<file path="src/rtl/i2cwr_pkg.sv">
// Shared types and codes for the I2C write-then-read sequencer.
package i2cwr_pkg;

    // Largest number of write bytes one transaction carries.
    localparam logic [2:0] MAX_WRITE_BYTES = 3'd4;

    // Operation codes.
    localparam logic OP_BEGIN = 1'b0;
    localparam logic OP_EVENT = 1'b1;

    // Bus command codes.
    localparam logic [2:0] CMD_NONE      = 3'd0;
    localparam logic [2:0] CMD_START     = 3'd1;
    localparam logic [2:0] CMD_SEND      = 3'd2;
    localparam logic [2:0] CMD_RECV_ACK  = 3'd3;
    localparam logic [2:0] CMD_RECV_NACK = 3'd4;
    localparam logic [2:0] CMD_STOP      = 3'd5;

    // Outcome codes.
    localparam logic [1:0] ERR_NONE  = 2'd0;
    localparam logic [1:0] ERR_NAK   = 2'd1;
    localparam logic [1:0] ERR_UNEXP = 2'd2;

    // TWI status codes (masked with 0xf8).
    localparam logic [7:0] ST_START      = 8'h08;
    localparam logic [7:0] ST_RSTART     = 8'h10;
    localparam logic [7:0] ST_SLAW_ACK   = 8'h18;
    localparam logic [7:0] ST_SLAW_NAK   = 8'h20;
    localparam logic [7:0] ST_DATAW_ACK  = 8'h28;
    localparam logic [7:0] ST_DATAW_NAK  = 8'h30;
    localparam logic [7:0] ST_SLAR_ACK   = 8'h40;
    localparam logic [7:0] ST_SLAR_NAK   = 8'h48;
    localparam logic [7:0] ST_DATAR_ACK  = 8'h50;
    localparam logic [7:0] ST_DATAR_NACK = 8'h58;
    localparam logic [7:0] ST_MASK       = 8'hf8;

    // Configuration register indexes.
    localparam logic REG_SLAVE_ADDRESS = 1'b0;

    typedef struct packed {
        logic        operation;
        logic [2:0]  write_count;
        logic [31:0] write_data;
        logic [7:0]  read_count;
        logic [7:0]  bus_status;
        logic [7:0]  bus_data;
    } t_item;

    typedef struct packed {
        logic [2:0] bus_command;
        logic [7:0] bus_byte;
        logic       read_valid;
        logic [7:0] read_byte;
        logic       done_res;
        logic [1:0] error_kind;
        logic [7:0] failing_code;
    } t_result;

endpackage

</file>
<file path="src/rtl/i2c_write_then_read_sequencer_core.sv">
// Top level of the I2C write-then-read sequencer: word registers, APB port, state machine.
//
//   channel  direction  handshake                    payload
//   in       to core    i_in_valid / o_in_ready      i_operation .. i_bus_data
//   out      from core  o_out_valid / i_out_ready    o_bus_command .. o_failing_code
//   cfg      to core    psel, penable, pwrite, pready paddr, pwdata, prdata
//
// Each input word is captured in an input register; the state machine then
// decides its reply, which lands in the result register while the state
// updates. One word per cycle sustained while the output does not stall;
// each word passes the input register and then the result register.
// Reset (synchronous, active low) empties both registers, sets the phase idle
// and the slave address to 0x10. A stall on the output holds the input stage;
// the input register frees as soon as its word moves to the result register.
module i2c_write_then_read_sequencer_core
    import i2cwr_pkg::*;
(
    input  logic        i_clk,
    input  logic        i_rst_n,

    // input words
    input  logic        i_in_valid,
    output logic        o_in_ready,
    input  logic        i_operation,
    input  logic [2:0]  i_write_count,
    input  logic [31:0] i_write_data,
    input  logic [7:0]  i_read_count,
    input  logic [7:0]  i_bus_status,
    input  logic [7:0]  i_bus_data,

    // result words
    output logic        o_out_valid,
    input  logic        i_out_ready,
    output logic [2:0]  o_bus_command,
    output logic [7:0]  o_bus_byte,
    output logic        o_read_valid,
    output logic [7:0]  o_read_byte,
    output logic        o_done_res,
    output logic [1:0]  o_error_kind,
    output logic [7:0]  o_failing_code,

    // configuration
    input  logic        psel,
    input  logic        penable,
    input  logic        pwrite,
    input  logic [2:0]  paddr,
    input  logic [31:0] pwdata,
    output logic [31:0] prdata,
    output logic        pready
);

    // input stage
    logic    r_in_valid;
    t_item   r_item;
    // result stage
    logic    r_out_valid;
    t_result r_res;
    // slave address register
    logic [6:0] r_slave_address;

    logic    w_advance;
    logic    w_in_fire;
    t_result w_res;

    // the word in the input register moves on when the result register is free
    assign w_advance  = r_in_valid && (!r_out_valid || i_out_ready);
    assign o_in_ready = !r_in_valid || w_advance;
    assign w_in_fire  = i_in_valid && o_in_ready;

    always_ff @(posedge i_clk) begin
        if (!i_rst_n) begin
            r_in_valid <= 1'b0;
        end else if (o_in_ready) begin
            r_in_valid <= i_in_valid;
        end
    end

    always_ff @(posedge i_clk) begin
        if (w_in_fire) begin
            r_item.operation   <= i_operation;
            r_item.write_count <= i_write_count;
            r_item.write_data  <= i_write_data;
            r_item.read_count  <= i_read_count;
            r_item.bus_status  <= i_bus_status;
            r_item.bus_data    <= i_bus_data;
        end
    end

    i2cwr_fsm u_fsm (
        .i_clk           (i_clk),
        .i_rst_n         (i_rst_n),
        .i_step          (w_advance),
        .i_item          (r_item),
        .i_slave_address (r_slave_address),
        .o_result        (w_res)
    );

    always_ff @(posedge i_clk) begin
        if (!i_rst_n) begin
            r_out_valid <= 1'b0;
        end else if (w_advance) begin
            r_out_valid <= 1'b1;
        end else if (i_out_ready) begin
            r_out_valid <= 1'b0;
        end
    end

    always_ff @(posedge i_clk) begin
        if (w_advance) begin
            r_res <= w_res;
        end
    end

    assign o_out_valid    = r_out_valid;
    assign o_bus_command  = r_res.bus_command;
    assign o_bus_byte     = r_res.bus_byte;
    assign o_read_valid   = r_res.read_valid;
    assign o_read_byte    = r_res.read_byte;
    assign o_done_res     = r_res.done_res;
    assign o_error_kind   = r_res.error_kind;
    assign o_failing_code = r_res.failing_code;

    // APB: pready is tied high; register index is word address bit 2
    assign pready = 1'b1;

    always_ff @(posedge i_clk) begin
        if (!i_rst_n) begin
            r_slave_address <= 7'h10;
        end else if (psel && penable && pwrite && pready &&
                     paddr[2] == REG_SLAVE_ADDRESS) begin
            r_slave_address <= pwdata[6:0];
        end
    end

    assign prdata = (paddr[2] == REG_SLAVE_ADDRESS) ? {25'd0, r_slave_address} : 32'd0;

endmodule

</file>
<file path="src/rtl/i2cwr_fsm.sv">
// Transaction state machine: holds the sequencer state and decides each word's reply.
module i2cwr_fsm
    import i2cwr_pkg::*;
(
    input  logic          i_clk,
    input  logic          i_rst_n,
    input  logic          i_step,
    input  t_item         i_item,
    input  logic [6:0]    i_slave_address,
    output t_result       o_result
);

    localparam logic [3:0] PH_IDLE    = 4'd0;
    localparam logic [3:0] PH_W_START = 4'd1;
    localparam logic [3:0] PH_W_ADDR  = 4'd2;
    localparam logic [3:0] PH_W_DATA  = 4'd3;
    localparam logic [3:0] PH_R_START = 4'd4;
    localparam logic [3:0] PH_R_ADDR  = 4'd5;
    localparam logic [3:0] PH_R_ACK   = 4'd6;
    localparam logic [3:0] PH_R_NACK  = 4'd7;

    logic [3:0]  r_phase, n_phase;
    logic [2:0]  r_writes_left, n_writes_left;
    logic [7:0]  r_reads_left, n_reads_left;
    logic [31:0] r_write_shift, n_write_shift;
    logic        r_did_write, n_did_write;

    logic [7:0] w_status;
    logic [7:0] w_addr;
    logic [2:0] w_wc;
    logic [7:0] w_reads_dec;
    logic [7:0] w_rstart_code;
    t_result    w_res;

    assign w_status      = i_item.bus_status & ST_MASK;
    assign w_addr        = {i_slave_address, 1'b0};
    assign w_wc          = (i_item.write_count > MAX_WRITE_BYTES) ? MAX_WRITE_BYTES
                                                                  : i_item.write_count;
    assign w_reads_dec   = r_reads_left - 8'd1;
    assign w_rstart_code = r_did_write ? ST_RSTART : ST_START;

    always_comb begin
        n_phase       = r_phase;
        n_writes_left = r_writes_left;
        n_reads_left  = r_reads_left;
        n_write_shift = r_write_shift;
        n_did_write   = r_did_write;
        w_res         = '0;

        if (i_item.operation == OP_BEGIN) begin
            n_writes_left = w_wc;
            n_reads_left  = i_item.read_count;
            n_write_shift = i_item.write_data;
            if (w_wc != 3'd0) begin
                n_did_write       = 1'b1;
                w_res.bus_command = CMD_START;
                n_phase           = PH_W_START;
            end else if (i_item.read_count != 8'd0) begin
                n_did_write       = 1'b0;
                w_res.bus_command = CMD_START;
                n_phase           = PH_R_START;
            end else begin
                // empty transaction: done at once
                n_did_write    = 1'b0;
                w_res.done_res = 1'b1;
                n_phase        = PH_IDLE;
            end
        end else begin
            case (r_phase)
                PH_W_START: begin
                    if (w_status == ST_START) begin
                        w_res.bus_command = CMD_SEND;
                        w_res.bus_byte    = w_addr;
                        n_phase           = PH_W_ADDR;
                    end else begin
                        w_res.done_res     = 1'b1;
                        w_res.error_kind   = ERR_UNEXP;
                        w_res.failing_code = w_status;
                        n_phase            = PH_IDLE;
                    end
                end
                PH_W_ADDR, PH_W_DATA: begin
                    if ((r_phase == PH_W_ADDR && w_status == ST_SLAW_ACK) ||
                        (r_phase == PH_W_DATA && w_status == ST_DATAW_ACK &&
                         r_writes_left != 3'd0)) begin
                        w_res.bus_command = CMD_SEND;
                        w_res.bus_byte    = r_write_shift[7:0];
                        n_write_shift     = {8'd0, r_write_shift[31:8]};
                        n_writes_left     = r_writes_left - 3'd1;
                        n_phase           = PH_W_DATA;
                    end else if (r_phase == PH_W_DATA && w_status == ST_DATAW_ACK) begin
                        if (r_reads_left != 8'd0) begin
                            w_res.bus_command = CMD_START;
                            n_phase           = PH_R_START;
                        end else begin
                            w_res.bus_command = CMD_STOP;
                            w_res.done_res    = 1'b1;
                            n_phase           = PH_IDLE;
                        end
                    end else if ((r_phase == PH_W_ADDR && w_status == ST_SLAW_NAK) ||
                                 (r_phase == PH_W_DATA && w_status == ST_DATAW_NAK)) begin
                        w_res.bus_command  = CMD_STOP;
                        w_res.done_res     = 1'b1;
                        w_res.error_kind   = ERR_NAK;
                        w_res.failing_code = w_status;
                        n_phase            = PH_IDLE;
                    end else begin
                        w_res.done_res     = 1'b1;
                        w_res.error_kind   = ERR_UNEXP;
                        w_res.failing_code = w_status;
                        n_phase            = PH_IDLE;
                    end
                end
                PH_R_START: begin
                    if (w_status == w_rstart_code) begin
                        w_res.bus_command = CMD_SEND;
                        w_res.bus_byte    = w_addr | 8'd1;
                        n_phase           = PH_R_ADDR;
                    end else begin
                        w_res.done_res     = 1'b1;
                        w_res.error_kind   = ERR_UNEXP;
                        w_res.failing_code = w_status;
                        n_phase            = PH_IDLE;
                    end
                end
                PH_R_ADDR: begin
                    if (w_status == ST_SLAR_ACK) begin
                        if (r_reads_left > 8'd1) begin
                            w_res.bus_command = CMD_RECV_ACK;
                            n_phase           = PH_R_ACK;
                        end else begin
                            w_res.bus_command = CMD_RECV_NACK;
                            n_phase           = PH_R_NACK;
                        end
                    end else if (w_status == ST_SLAR_NAK) begin
                        w_res.bus_command  = CMD_STOP;
                        w_res.done_res     = 1'b1;
                        w_res.error_kind   = ERR_NAK;
                        w_res.failing_code = w_status;
                        n_phase            = PH_IDLE;
                    end else begin
                        w_res.done_res     = 1'b1;
                        w_res.error_kind   = ERR_UNEXP;
                        w_res.failing_code = w_status;
                        n_phase            = PH_IDLE;
                    end
                end
                PH_R_ACK: begin
                    if (w_status == ST_DATAR_ACK) begin
                        w_res.read_valid = 1'b1;
                        w_res.read_byte  = i_item.bus_data;
                        n_reads_left     = w_reads_dec;
                        // decide on the count left after this byte
                        if (w_reads_dec > 8'd1) begin
                            w_res.bus_command = CMD_RECV_ACK;
                            n_phase           = PH_R_ACK;
                        end else begin
                            w_res.bus_command = CMD_RECV_NACK;
                            n_phase           = PH_R_NACK;
                        end
                    end else begin
                        w_res.done_res     = 1'b1;
                        w_res.error_kind   = ERR_UNEXP;
                        w_res.failing_code = w_status;
                        n_phase            = PH_IDLE;
                    end
                end
                PH_R_NACK: begin
                    if (w_status == ST_DATAR_NACK) begin
                        w_res.read_valid  = 1'b1;
                        w_res.read_byte   = i_item.bus_data;
                        n_reads_left      = 8'd0;
                        w_res.bus_command = CMD_STOP;
                        w_res.done_res    = 1'b1;
                        n_phase           = PH_IDLE;
                    end else begin
                        w_res.done_res     = 1'b1;
                        w_res.error_kind   = ERR_UNEXP;
                        w_res.failing_code = w_status;
                        n_phase            = PH_IDLE;
                    end
                end
                default: begin
                    // event while idle: all-zero reply
                    n_phase = PH_IDLE;
                end
            endcase
        end
    end

    assign o_result = w_res;

    always_ff @(posedge i_clk) begin
        if (!i_rst_n) begin
            r_phase       <= PH_IDLE;
            r_writes_left <= 3'd0;
            r_reads_left  <= 8'd0;
            r_write_shift <= 32'd0;
            r_did_write   <= 1'b0;
        end else if (i_step) begin
            r_phase       <= n_phase;
            r_writes_left <= n_writes_left;
            r_reads_left  <= n_reads_left;
            r_write_shift <= n_write_shift;
            r_did_write   <= n_did_write;
        end
    end

endmodule
</file>
<file path="config.mk">
export PLATFORM = sky130hd
export DESIGN_NAME = i2c_write_then_read_sequencer_core
export DESIGN_NICKNAME = d
export VERILOG_FILES = /design/src/rtl/i2cwr_pkg.sv /design/src/rtl/i2c_write_then_read_sequencer_core.sv /design/src/rtl/i2cwr_fsm.sv
export SDC_FILE = /design/constraint.sdc
export NUM_CORES = 1
export LEC_CHECK = 0
export BUFFER_PORTS_ARGS = -buffer_cell sky130_fd_sc_hd__buf_2
export CORE_UTILIZATION = 50
export CTS_CLUSTER_DIAMETER = 120
export CTS_CLUSTER_SIZE = 24
export DETAILED_ROUTE_END_ITERATION = 12
export GPL_TIMING_DRIVEN = 0
export MAX_ROUTING_LAYER = met4
export PLACE_DENSITY = 0.76
export SLEW_MARGIN = 20
export SYNTH_ARGS = -nofsm -noshare
export SYNTH_HDL_FRONTEND = slang
export SYNTH_SLANG_ARGS = --single-unit
export TNS_END_PERCENT = 30
</file>
<file path="constraint.sdc">
create_clock -name i_clk -period 3.38 [get_ports i_clk]
set_clock_uncertainty 0.2 [all_clocks]
set_input_delay 0.676 -clock i_clk [delete_from_list [all_inputs] [get_ports i_clk]]
set_output_delay 0.676 -clock i_clk [all_outputs]
set_load 0.02 [all_outputs]
</file>
==> results of run 1 <==
-- worst min path at each step --
stage                                    start                              endpoint  slack, ns  cells after the start
final                          i_read_count[3]                  r_item[19]$_DFFE_PP_       0.23                      1
after global routing           i_write_data[5]                  r_item[29]$_DFFE_PP_       0.21                      1
after CTS                      i_write_data[5]                  r_item[29]$_DFFE_PP_       0.21                      1
after detailed placement  r_item[48]$_DFFE_PP_  u_fsm.r_write_shift[24]$_SDFFE_PN0P_       0.24                      1
after global placement    r_item[48]$_DFFE_PP_  u_fsm.r_write_shift[24]$_SDFFE_PN0P_       0.24                      1
after floorplan           r_item[48]$_DFFE_PP_  u_fsm.r_write_shift[24]$_SDFFE_PN0P_       0.24                      1
-- routing by layer --
| metal | global-route usage [%] | routed length [um] | vias up | share of wire (%) |
|---|---|---|---|---|
| li1 | - | - | 2337 | - |
| met1 | 28.0 | 6210 | 2264 | 43 |
| met2 | 35.4 | 7020 | 176 | 49 |
| met3 | 5.40 | 842 | 21 | 5.9 |
| met4 | 9.32 | 254 | 0 | 1.8 |
| met5 | - | 0 | - | 0 |
-- per-stage QoR --
stage / setup TNS, ns / util, % / instances
2_1_floorplan: 0 / - / 589
3_3_place_gp: -6.16 / 58.5 / 869
3_5_place_dp: 0 / 58.5 / 869
4_1_cts: 0 / 63.1 / 901
5_1_grt: 0 / 63.1 / 901
6_report: 0 / 63.1 / 901
-- power by group through the flow --
stage / Sequential, mW / Clock [mW] / Combinational, mW
6_report: 1.96 / 1.79 / 0.406
5_1_grt: 1.96 / 1.89 / 0.445
4_1_cts: 1.96 / 1.81 / 0.406
3_5_place_dp: 1.99 / 0 / 0.402
3_3_place_gp: 1.99 / 0 / 0.391
2_1_floorplan: 2.00 / 0 / 0.271
-- synthesized netlist by cell type (9+ instances only) --
cell / n
nor3_1: 9
buf_4: 32
dfxtp_1: 56
nand3_1: 12
a211oi_2: 22
a21oi_1: 23
nor2b_1: 14
nor2_1: 62
o21ai_0: 12
and2_1: 10
mux2i_1: 31
inv_1: 14
nand2_1: 25
a22o_1: 9
edfxtp_1: 85
clkbuf_1: 14
-- cells in the final DEF (no fill, tap or decap), types with 5 or more instances in the layout --
cell,synthesis,final
buf_4,32,32
nand2b_1,5,5
o21ai_0,12,12
a21oi_1,23,23
buf_6,5,5
nand3_1,12,12
nor2_1,62,62
ha_1,7,7
nor3_1,9,9
a22o_1,9,9
conb_1,2,29
nor2b_1,14,14
clkbuf_16,0,19
mux2i_1,31,31
o221ai_1,5,5
clkbuf_1,14,20
edfxtp_1,85,85
a211oi_1,6,6
clkbuf_8,0,5
a211oi_2,22,22
buf_2,6,114
inv_1,14,13
dfxtp_1,56,56
nand2_1,25,25
and2_1,10,9
a22oi_1,8,8
xor2_1,5,5
-- area by class of cell --
class,count,area (um2),share of cell area [%]
well taps,172,215,2.69
clock inverters,2,16.3,0.204
plain buffers,60,390,4.88
multi-input cells,373,2530,31.7
clock buffers,30,567,7.09
inverters,15,56.3,0.704
repair buffers,108,541,6.76
flip-flops and latches,141,3670,46.0
-- sequential cells by signal, indices dropped and copies added, names as in the netlist, 2 cells and up --
name                 count
r_item                  57
o_read_byte              8
o_bus_command            3
o_bus_byte               8
u_fsm.r_write_shift     32
u_fsm.r_writes_left      3
o_failing_code           5
u_fsm.r_reads_left       8
u_fsm.r_phase            3
o_error_kind             2
r_slave_address          7
-- kinds of logic after synthesis --
kind of cell,Yosys count
fa+ha+maj,7
mux,31
other cells,2
flops,141
xor+xnor,9
compound gates,123
simple gates,174
buf+inv,75
==> run summary, run 1 <==
FF+latch count, synth - 141
Top Ports - 168
Worst path cell trace - inv_1, ha_1, clkbuf_1, nand2b_1, o41ai_1, a22oi_1, or4_1, a21oi_1
Placed inst area - 7410 um2
Logic pwr share - 9.8%
Gpl congestion - 0.879
Pwr/cell area - 519 nW/um2
Syn-to-layout area delta - 22.0%
Rows - 41
Mux cell area share after synthesis - 4.74%
Number of DRC markers in iteration 0 - 343
Seq pwr share - 47.1%
Input/output buffers - 108
Reg clk slew, reported paths - 0.06 ns
CP Class - register to register
Total net switching power - 0.949 mW
Top post-synthesis cells by area - edfxtp_1 (39%), dfxtp_1 (17%), mux2i_1 (4.7%)
Final instance area - 7990 um2
Number of synthesized flops with an enable pin - 85
Total design power - 4.15 mW
Initial Utilization - 51.7%
Synth Area in Compound Gates - 15.6%
Die area - 13600 um2
Top FF cell, synth - edfxtp_1
DP HPWL - 10400 um
WHS - 0.232 ns
Reg-to-Reg End - o_bus_command[2]$_SDFFCE_PN0P_
WP buf/inv - 2
Worst path depth - 8
Post-CTS sizing - 0
Hold buffer count at CTS - 0
Slowest cell on the critical path - or4_1
CTS Root Cell - clkbuf_16
Syn. warnings - 0
Total Nets Final - 825
Arr. time, crit path - 2.80 ns
Total track usage - 22.6%
Clk pwr share - 43.1%
# diodes - 0
Asr flop ratio synth - 0%
Maximum vdd drop - 0.461 mV
R2R Path Start - u_fsm.r_reads_left[0]$_SDFFE_PN0P_
Clk_lat worst skew - 0.42 ns
First-pass GRT wire length - 22200 um
CTS tree - built
Pre-CTS setup slack - 0.656 ns
Total gr overflow - 0
Relative slew slack - 30.7%
Synth cell types - 74
Largest net degree at the start of global routing - 58
DR WL/cell - 15.9 um
Critical Path Start - u_fsm.r_reads_left[0]$_SDFFE_PN0P_
Post-CTS setup buffers - 0
Cell family with the largest share of critical-path delay - simple AND/OR/NAND/NOR gates
Vert. Die Dim - 116 um
Int Pwr - 3.20 mW
WL final - 14300 um
Fin. Hold Viols - 0
Top cell type's share of synthesized area - 39.0%
Hold WC Path Type - input pin to register
Crit-path max cell delay - 0.61 ns
Clock tree buffer depth - 2
Leakage dissipation - 3.23 nW
DRT Pass-1 Iters - 5
Reg2reg path depth - 8
Vias per Instance - 5.33
Crit. End Element - register
Net Sw Frac - 22.9%
Outcome - complete, no violations
Fill count - 1007
CTS buffer count - 17
Worst-margin pin slew - 1.03 ns
Cell taking the most area after synthesis - edfxtp_1
Fin. max-slew vios - 0
Vias in the first global route - 4424
Max Clk Rate - 0.365 GHz
CTS Sinks - 141
Worst Path Required - 3.44 ns
Die X - 116 um
Period minus WS final - 2.74 ns
Sequential fraction of the synthesis area - 56.1%
Simple-Gate Fraction of Synth Area - 14.1%
Final setup violation count - 0
Critical path destination - o_bus_command[2]$_SDFFCE_PN0P_
Post-synthesis adder-cell area fraction - 1.34%
Crit Path Max Fanout - 9
Initial antenna violation count - 0
Register-to-register setup slack - 0.64 ns
Crit share post-route - 81.0%
RSZ-0062 raised after global routing - false
Synthesized area per cell - 11.7 um2
Max-capacitance violation count - 0
Core Region - 12700 um2
Post-synthesis xor/xnor area fraction - 1.20%
Cell Area, Synth - 6550 um2
Via count - 4798
Critical Path Start Type - register
Min setup slack post-route - 0.642 ns
Antenna Nets Post-Route - 0
Gate Count Post-Synth - 562
Share of cells above drive strength 1 - 29.1%
DRC viols - 0
H-tree depth - 4
Largest family of logic cells by synthesized area - compound AO/OA/AOI/OAI gates
Note: power is estimated with default switching activity, not from simulation.
==> run 2, diff against run 1 <==
clock period = 2.7 ns   (was 3.38 ns; I/O delays follow)
==> run 2 against run 1 <==
Setup slack worse by 0.44 ns. Die area unchanged. Non-clock buffer count decreased by 1. Sequential cell count unchanged. Critical path depth shrank 3. Highest routed layer unchanged.
==> run summary, run 2 (synthesized netlist as in run 1, its figures left out) <==
Outcome - complete, no violations
# diodes - 0 (unchanged)
Total track usage - 23.5% (+0.88 points)
Leakage dissipation - 3.26 nW (+0.80%)
Arr. time, crit path - 2.57 ns (-0.23 ns)
Crit-path max cell delay - 0.63 ns (+0.02 ns)
WP buf/inv - 0 (-2)
Worst Path Required - 2.77 ns (-0.67 ns)
Relative slew slack - 41.7% (+11 points)
Hold buffer count at CTS - 0 (unchanged)
First-pass GRT wire length - 23100 um (+4.3%)
Initial Utilization - 51.7% (unchanged)
Fill count - 1028 (+2.1%)
Period minus WS final - 2.50 ns (-0.237 ns)
Largest regs - r_item (57), u_fsm.r_write_shift (32)
H-tree depth - 4 (unchanged)
Antenna Nets Post-Route - 0 (unchanged)
Crit Path Max Fanout - 8 (-1)
Worst path cell trace - nor3_2, nand2_1, o31ai_2, a22oi_1, nor2_1
CTS tree - built
Worst path depth - 5 (-3)
Pwr/cell area - 659 nW/um2 (+27%)
DRC viols - 0 (unchanged)
Commonest cells after routing, fill and taps aside - buf_2 (114), edfxtp_1 (85), nor2_1 (62), dfxtp_1 (54), buf_4 (32)
Input/output buffers - 108 (unchanged)
Initial antenna violation count - 0 (unchanged)
Worst-margin pin slew - 0.868 ns (-0.164 ns)
DP HPWL - 10500 um (+1.1%)
CTS Root Cell - clkbuf_16
Largest net degree at the start of global routing - 58 (unchanged)
Critical Path Start Type - register
DRT Pass-1 Iters - 5 (unchanged)
Register with the most flip-flops - r_item
Hold Path Stages - 1 (unchanged)
Largest register FFs - 57 (unchanged)
Reg clk slew, reported paths - 0.06 ns (about the same)
Die X - 116 um (unchanged)
Cell family with the largest share of critical-path delay - compound AO/OA/AOI/OAI gates
Crit share post-route - 92.6% (+12 points)
Final setup violation count - 0 (unchanged)
CTS Sinks - 141 (unchanged)
Clock tree buffer depth - 2 (unchanged)
WL final - 14500 um (+1.6%)
Share of cells above drive strength 1 - 30.5% (+1.4 points)
Final design utilization - 63.4% (+0.29 points)
Max Clk Rate - 0.400 GHz (+9.5%)
Fin. Hold Viols - 0 (unchanged)
Core Region - 12700 um2 (unchanged)
Fin. max-slew vios - 0 (unchanged)
Number of DRC markers in iteration 0 - 297 (-13%)
CTS buffer count - 17 (unchanged)
RSZ-0062 raised after global routing - false
Clk_lat worst skew - 0.42 ns (about the same)
Vias per Instance - 5.38 (+0.97%)
Vias in the first global route - 4645 (+5.0%)
Total design power - 5.29 mW (+27%)
Gpl congestion - 0.905 (+2.9%)
Max-capacitance violation count - 0 (unchanged)
Hold WC Path Type - input pin to register
DR WL/cell - 16.2 um (+1.7%)
Total gr overflow - 0 (unchanged)
Rows - 41 (unchanged)
Slowest cell on the critical path - o31ai_2
Commonest non-fill, non-tap cell in the layout - buf_2
Syn-to-layout area delta - 22.6%
Via count - 4839 (+0.85%)
Maximum vdd drop - 0.770 mV (+67%)
Reg2reg path depth - 5 (-3)
Top Ports - 168 (unchanged)
Crit. End Element - register
Vert. Die Dim - 116 um (unchanged)
Die area - 13600 um2 (unchanged)
CP Class - register to register
Total Nets Final - 824 (-0.12%)
-- run 2: changes by cell type in the layout (fill, tap and decap cells not counted), sizes merged --
cell / before / now
clkbuf: 44 / 39
inv: 13 / 16
clkinv: 3 / 4
-- run 2: repair_timing --
item / 4_1_cts / 5_1_grt
gates cloned: 0 / 0
endpoints found under the setup margin: 1 / 4
endpoints found under the hold margin: 0 / 0
gates resized for setup: 1 / 3
setup buffers: 0 / 0
-- run 2: layout make-up --
class	count	area (um2)	share of cell area (%)
flip-flops and latches	141	3680	45.8
multi-input cells	373	2540	31.6
clock buffers	26	573	7.14
repair buffers	108	541	6.73
plain buffers	59	387	4.82
well taps	172	215	2.68
inverters	15	56.3	0.701
clock inverters	6	41.3	0.514
-- run 2: where the power goes --
part | internal (mW) | total, mW | switching [mW]
Sequential | 2.39 | 2.45 | 0.0575
Clock | 1.47 | 2.33 | 0.868
Combinational | 0.205 | 0.507 | 0.302
-- run 2: per-layer routing --
layer | routed length, um | vias to the layer above | GRT usage, %
li1 | - | 2337 | -
met1 | 6180 | 2266 | 28.4
met2 | 7130 | 209 | 37.7
met3 | 863 | 27 | 4.98
met4 | 376 | 0 | 10.5
met5 | 0 | - | -
-- run 2: worst paths after layout --
kind                                                              to  slack, ns                  from
worst min register to register  u_fsm.r_write_shift[31]$_SDFFE_PN0P_       0.26  r_item[55]$_DFFE_PP_
worst max register to register           o_bus_byte[3]$_SDFFCE_PN0P_       0.20  r_item[13]$_DFFE_PP_
worst max-delay path                     o_bus_byte[3]$_SDFFCE_PN0P_       0.20  r_item[13]$_DFFE_PP_
worst min-delay path                            r_item[22]$_DFFE_PP_        0.1       i_read_count[6]
-- run 2: through the flow --
step           instance area [um2]  cells  hold slack, ns  TNS, ns  worst slack (ns)
2_1_floorplan                 6650    589           0.236        0             0.298
3_3_place_gp                  7410    869           0.245        0           0.00894
3_5_place_dp                  7410    869           0.252  -0.0335           -0.0335
4_1_cts                       8030    901          0.0795        0            0.0178
5_1_grt                       8030    900          0.0800        0            0.0191
6_report                      8030    900          0.0954        0             0.199
==> run 3, diff against run 2 <==
ABC_AREA = 1   (was default)
==> run 3 against run 2 <==
Core utilization increased by 0.11 points. Non-clock buffer count fell by 10. Maximum frequency rose by 8.0%. Critical path depth shrank 1. Clock power down 3%. Routed wire length down 7.9%. Sequential power about the same. Design area fell by 3.8%. Sequential cell count stayed put. Sequential share of layout area increased by 1.8 points. Largest cell class unchanged. Highest routed layer unchanged.
==> run summary, run 3 <==
Top post-synthesis cells by area - edfxtp_1 (41%), dfxtp_1 (18%), nand2_1 (10%)
Pre-CTS setup slack - 0.195 ns (+0.229 ns)
Post-CTS setup buffers - 0 (unchanged)
Relative slew slack - 49.2% (+7.6 points)
CTS tree - built
Maximum vdd drop - 0.572 mV (-26%)
RSZ-0062 raised after global routing - false
Top Ports - 168 (unchanged)
Max Clk Rate - 0.432 GHz (+8.0%)
Dpl cells - 1010 (+16%)
Fin. max-slew vios - 0 (unchanged)
Largest net degree at the start of global routing - 58 (unchanged)
Hold buffer count at CTS - 0 (unchanged)
CP Class - register to register
Final TNS setup - 0 ns (unchanged)
Total Nets Final - 970 (+18%)
WHS - 0.0894 ns (-0.00604 ns)
Register with the most flip-flops - r_item
Initial antenna violation count - 0 (unchanged)
Sequential fraction of the synthesis area - 58.4% (+2.3 points)
Period minus WS final - 2.32 ns (-0.185 ns)
Cell Area, Synth - 6290 um2 (-3.9%)
CTS Sinks - 141 (unchanged)
Min setup slack post-route - 0.384 ns (+0.185 ns)
Commonest cells after routing, fill and taps aside - nand2_1 (171), nor2_1 (121), buf_2 (107), edfxtp_1 (85), dfxtp_1 (56)
Crit Path Max Fanout - 10 (+2)
Max-capacitance violation count - 0 (unchanged)
Asr flop ratio synth - 0% (unchanged)
Gpl congestion - 0.913 (+0.91%)
DRT Pass-1 Iters - 7 (+2)
Fin. Hold Viols - 0 (unchanged)
Pwr/cell area - 670 nW/um2 (+1.6%)
Critical Path Start Type - register
Arr. time, crit path - 2.38 ns (-0.19 ns)
Total track usage - 22.7% (-0.80 points)
Initial Utilization - 51.8% (+0.066 points)
Clock tree buffer depth - 2 (unchanged)
Gate Count Post-Synth - 708 (+26%)
Rows - 40 (-2.4%)
List of most frequent post-synthesis cells - nand2_1 (171), nor2_1 (121), edfxtp_1 (85)
Clk_lat worst skew - 0.42 ns (about the same)
CTS Root Cell - clkbuf_16
Top FF cell, synth - edfxtp_1
Fill count - 1055 (+2.6%)
DRC viols - 0 (unchanged)
Hold WC Path Type - input pin to register
Syn. warnings - 0 (unchanged)
Core Region - 12200 um2 (-4.0%)
FF+latch count, synth - 141 (unchanged)
Input/output buffers - 107 (-0.93%)
Largest register FFs - 57 (unchanged)
Top cell type's share of synthesized area - 40.5% (+1.6 points)
Via count - 5006 (+3.5%)
Crit. End Element - register
DR WL/cell - 12.9 um (-20%)
Final setup violation count - 0 (unchanged)
Synth cell types - 37 (-50%)
Total gr overflow - 0 (unchanged)
Share of cells above drive strength 1 - 22.3% (-8.2 points)
DP HPWL - 9870 um (-6.3%)
Storage cell area - 3670 um2 (about the same)
Number of synthesized flops with an enable pin - 85 (unchanged)
Vias per Instance - 4.80 (-11%)
Final design utilization - 63.5% (+0.11 points)
Commonest non-fill, non-tap cell in the layout - nand2_1
Count leader, synth - nand2_1
First-pass GRT wire length - 21400 um (-7.2%)
Vert. Die Dim - 114 um (-1.9%)
Finished Layout Cells - 1042 (+16%)
Outcome - complete, no violations
Syn-to-layout area delta - 22.6% (about the same)
Final instance area - 7720 um2 (-3.8%)
Die X - 114 um (-1.9%)
Cell taking the most area after synthesis - edfxtp_1
Worst Path Required - 2.76 ns (about the same)
Area of the multi-input gates - 2170 um2 (-15%)
CTS buffer count - 17 (unchanged)
Worst-margin pin slew - 0.756 ns (-0.112 ns)
Number of DRC markers in iteration 0 - 257 (-13%)
Placed inst area - 7140 um2 (-3.6%)
Leakage dissipation - 3.39 nW (+4.1%)
Hold Path Stages - 1 (unchanged)
Largest regs - r_item (57), u_fsm.r_write_shift (32)
WL final - 13400 um (-7.9%)
Synthesized area per cell - 8.89 um2 (-24%)
Crit share post-route - 85.8% (-6.9 points)
Antenna Nets Post-Route - 0 (unchanged)
Reg clk slew, reported paths - 0.06 ns (about the same)
Post-CTS sizing - 0 (-1)
Die area - 13000 um2 (-3.8%)
Total design power - 5.17 mW (-2.3%)
Vias in the first global route - 4535 (-2.4%)
# diodes - 0 (unchanged)
H-tree depth - 4 (unchanged)
Reg2reg path depth - 4 (-1)
## run 3: worst max-delay path, stage by stage, from the launching register on
cell and delay (ns):
edfxtp_1 0.45, clkbuf_1 0.38, clkbuf_1 0.49, o21ai_1 0.43
nor2_1 0.20
## run 3: routing by layer
metal	up-vias	part of all wire (%)	track usage, %	wire length, um
li1	2576	-	-	-
met1	2234	45	27.5	6060
met2	184	46	36.1	6190
met5	-	0	-	0
met4	0	0.91	8.05	122
met3	12	7.6	6.62	1020
## run 3: final cells by class
cell class / count / share of cell area (%)
inverters: 59 / 2.90
multi-input cells: 485 / 28.1
plain buffers: 50 / 4.34
flip-flops and latches: 141 / 47.6
well taps: 168 / 2.72
repair buffers: 107 / 6.94
clock buffers: 17 / 5.51
clock inverters: 15 / 1.94
## run 3: where the power goes
part / switching, mW / internal (mW) / leakage [nW]
combinational: 0.301 / 0.169 / 1.83
clock: 0.955 / 1.30 / 0.278
sequential: 0.0507 / 2.39 / 1.28
## run 3: logic make-up (layout without fill, tap and decap cells)
logic type	count (synthesis)	count (layout)	share of synthesized area [%]
adder cells (fa/ha/maj)	7	7	1.39
flip-flops	141	141	58.4
XOR/XNOR	2	2	0.278
AO/OA/AOI/OAI	113	113	9.54
other	2	29	0.119
AND/OR/NAND/NOR	334	334	21.5
buffers and inverters	109	248	8.84
## run 3: path summary, 6_finish.rpt
check	start	to	slack, ns
max reg2reg	r_item[59]$_DFFE_PP_	o_read_byte[7]$_SDFFCE_PN0P_	0.38
min	i_write_data[2]	r_item[26]$_DFFE_PP_	0.09
max	r_item[59]$_DFFE_PP_	o_read_byte[7]$_SDFFCE_PN0P_	0.38
min reg2reg	u_fsm.r_writes_left[1]$_SDFFE_PN0P_	u_fsm.r_writes_left[1]$_SDFFE_PN0P_	0.26
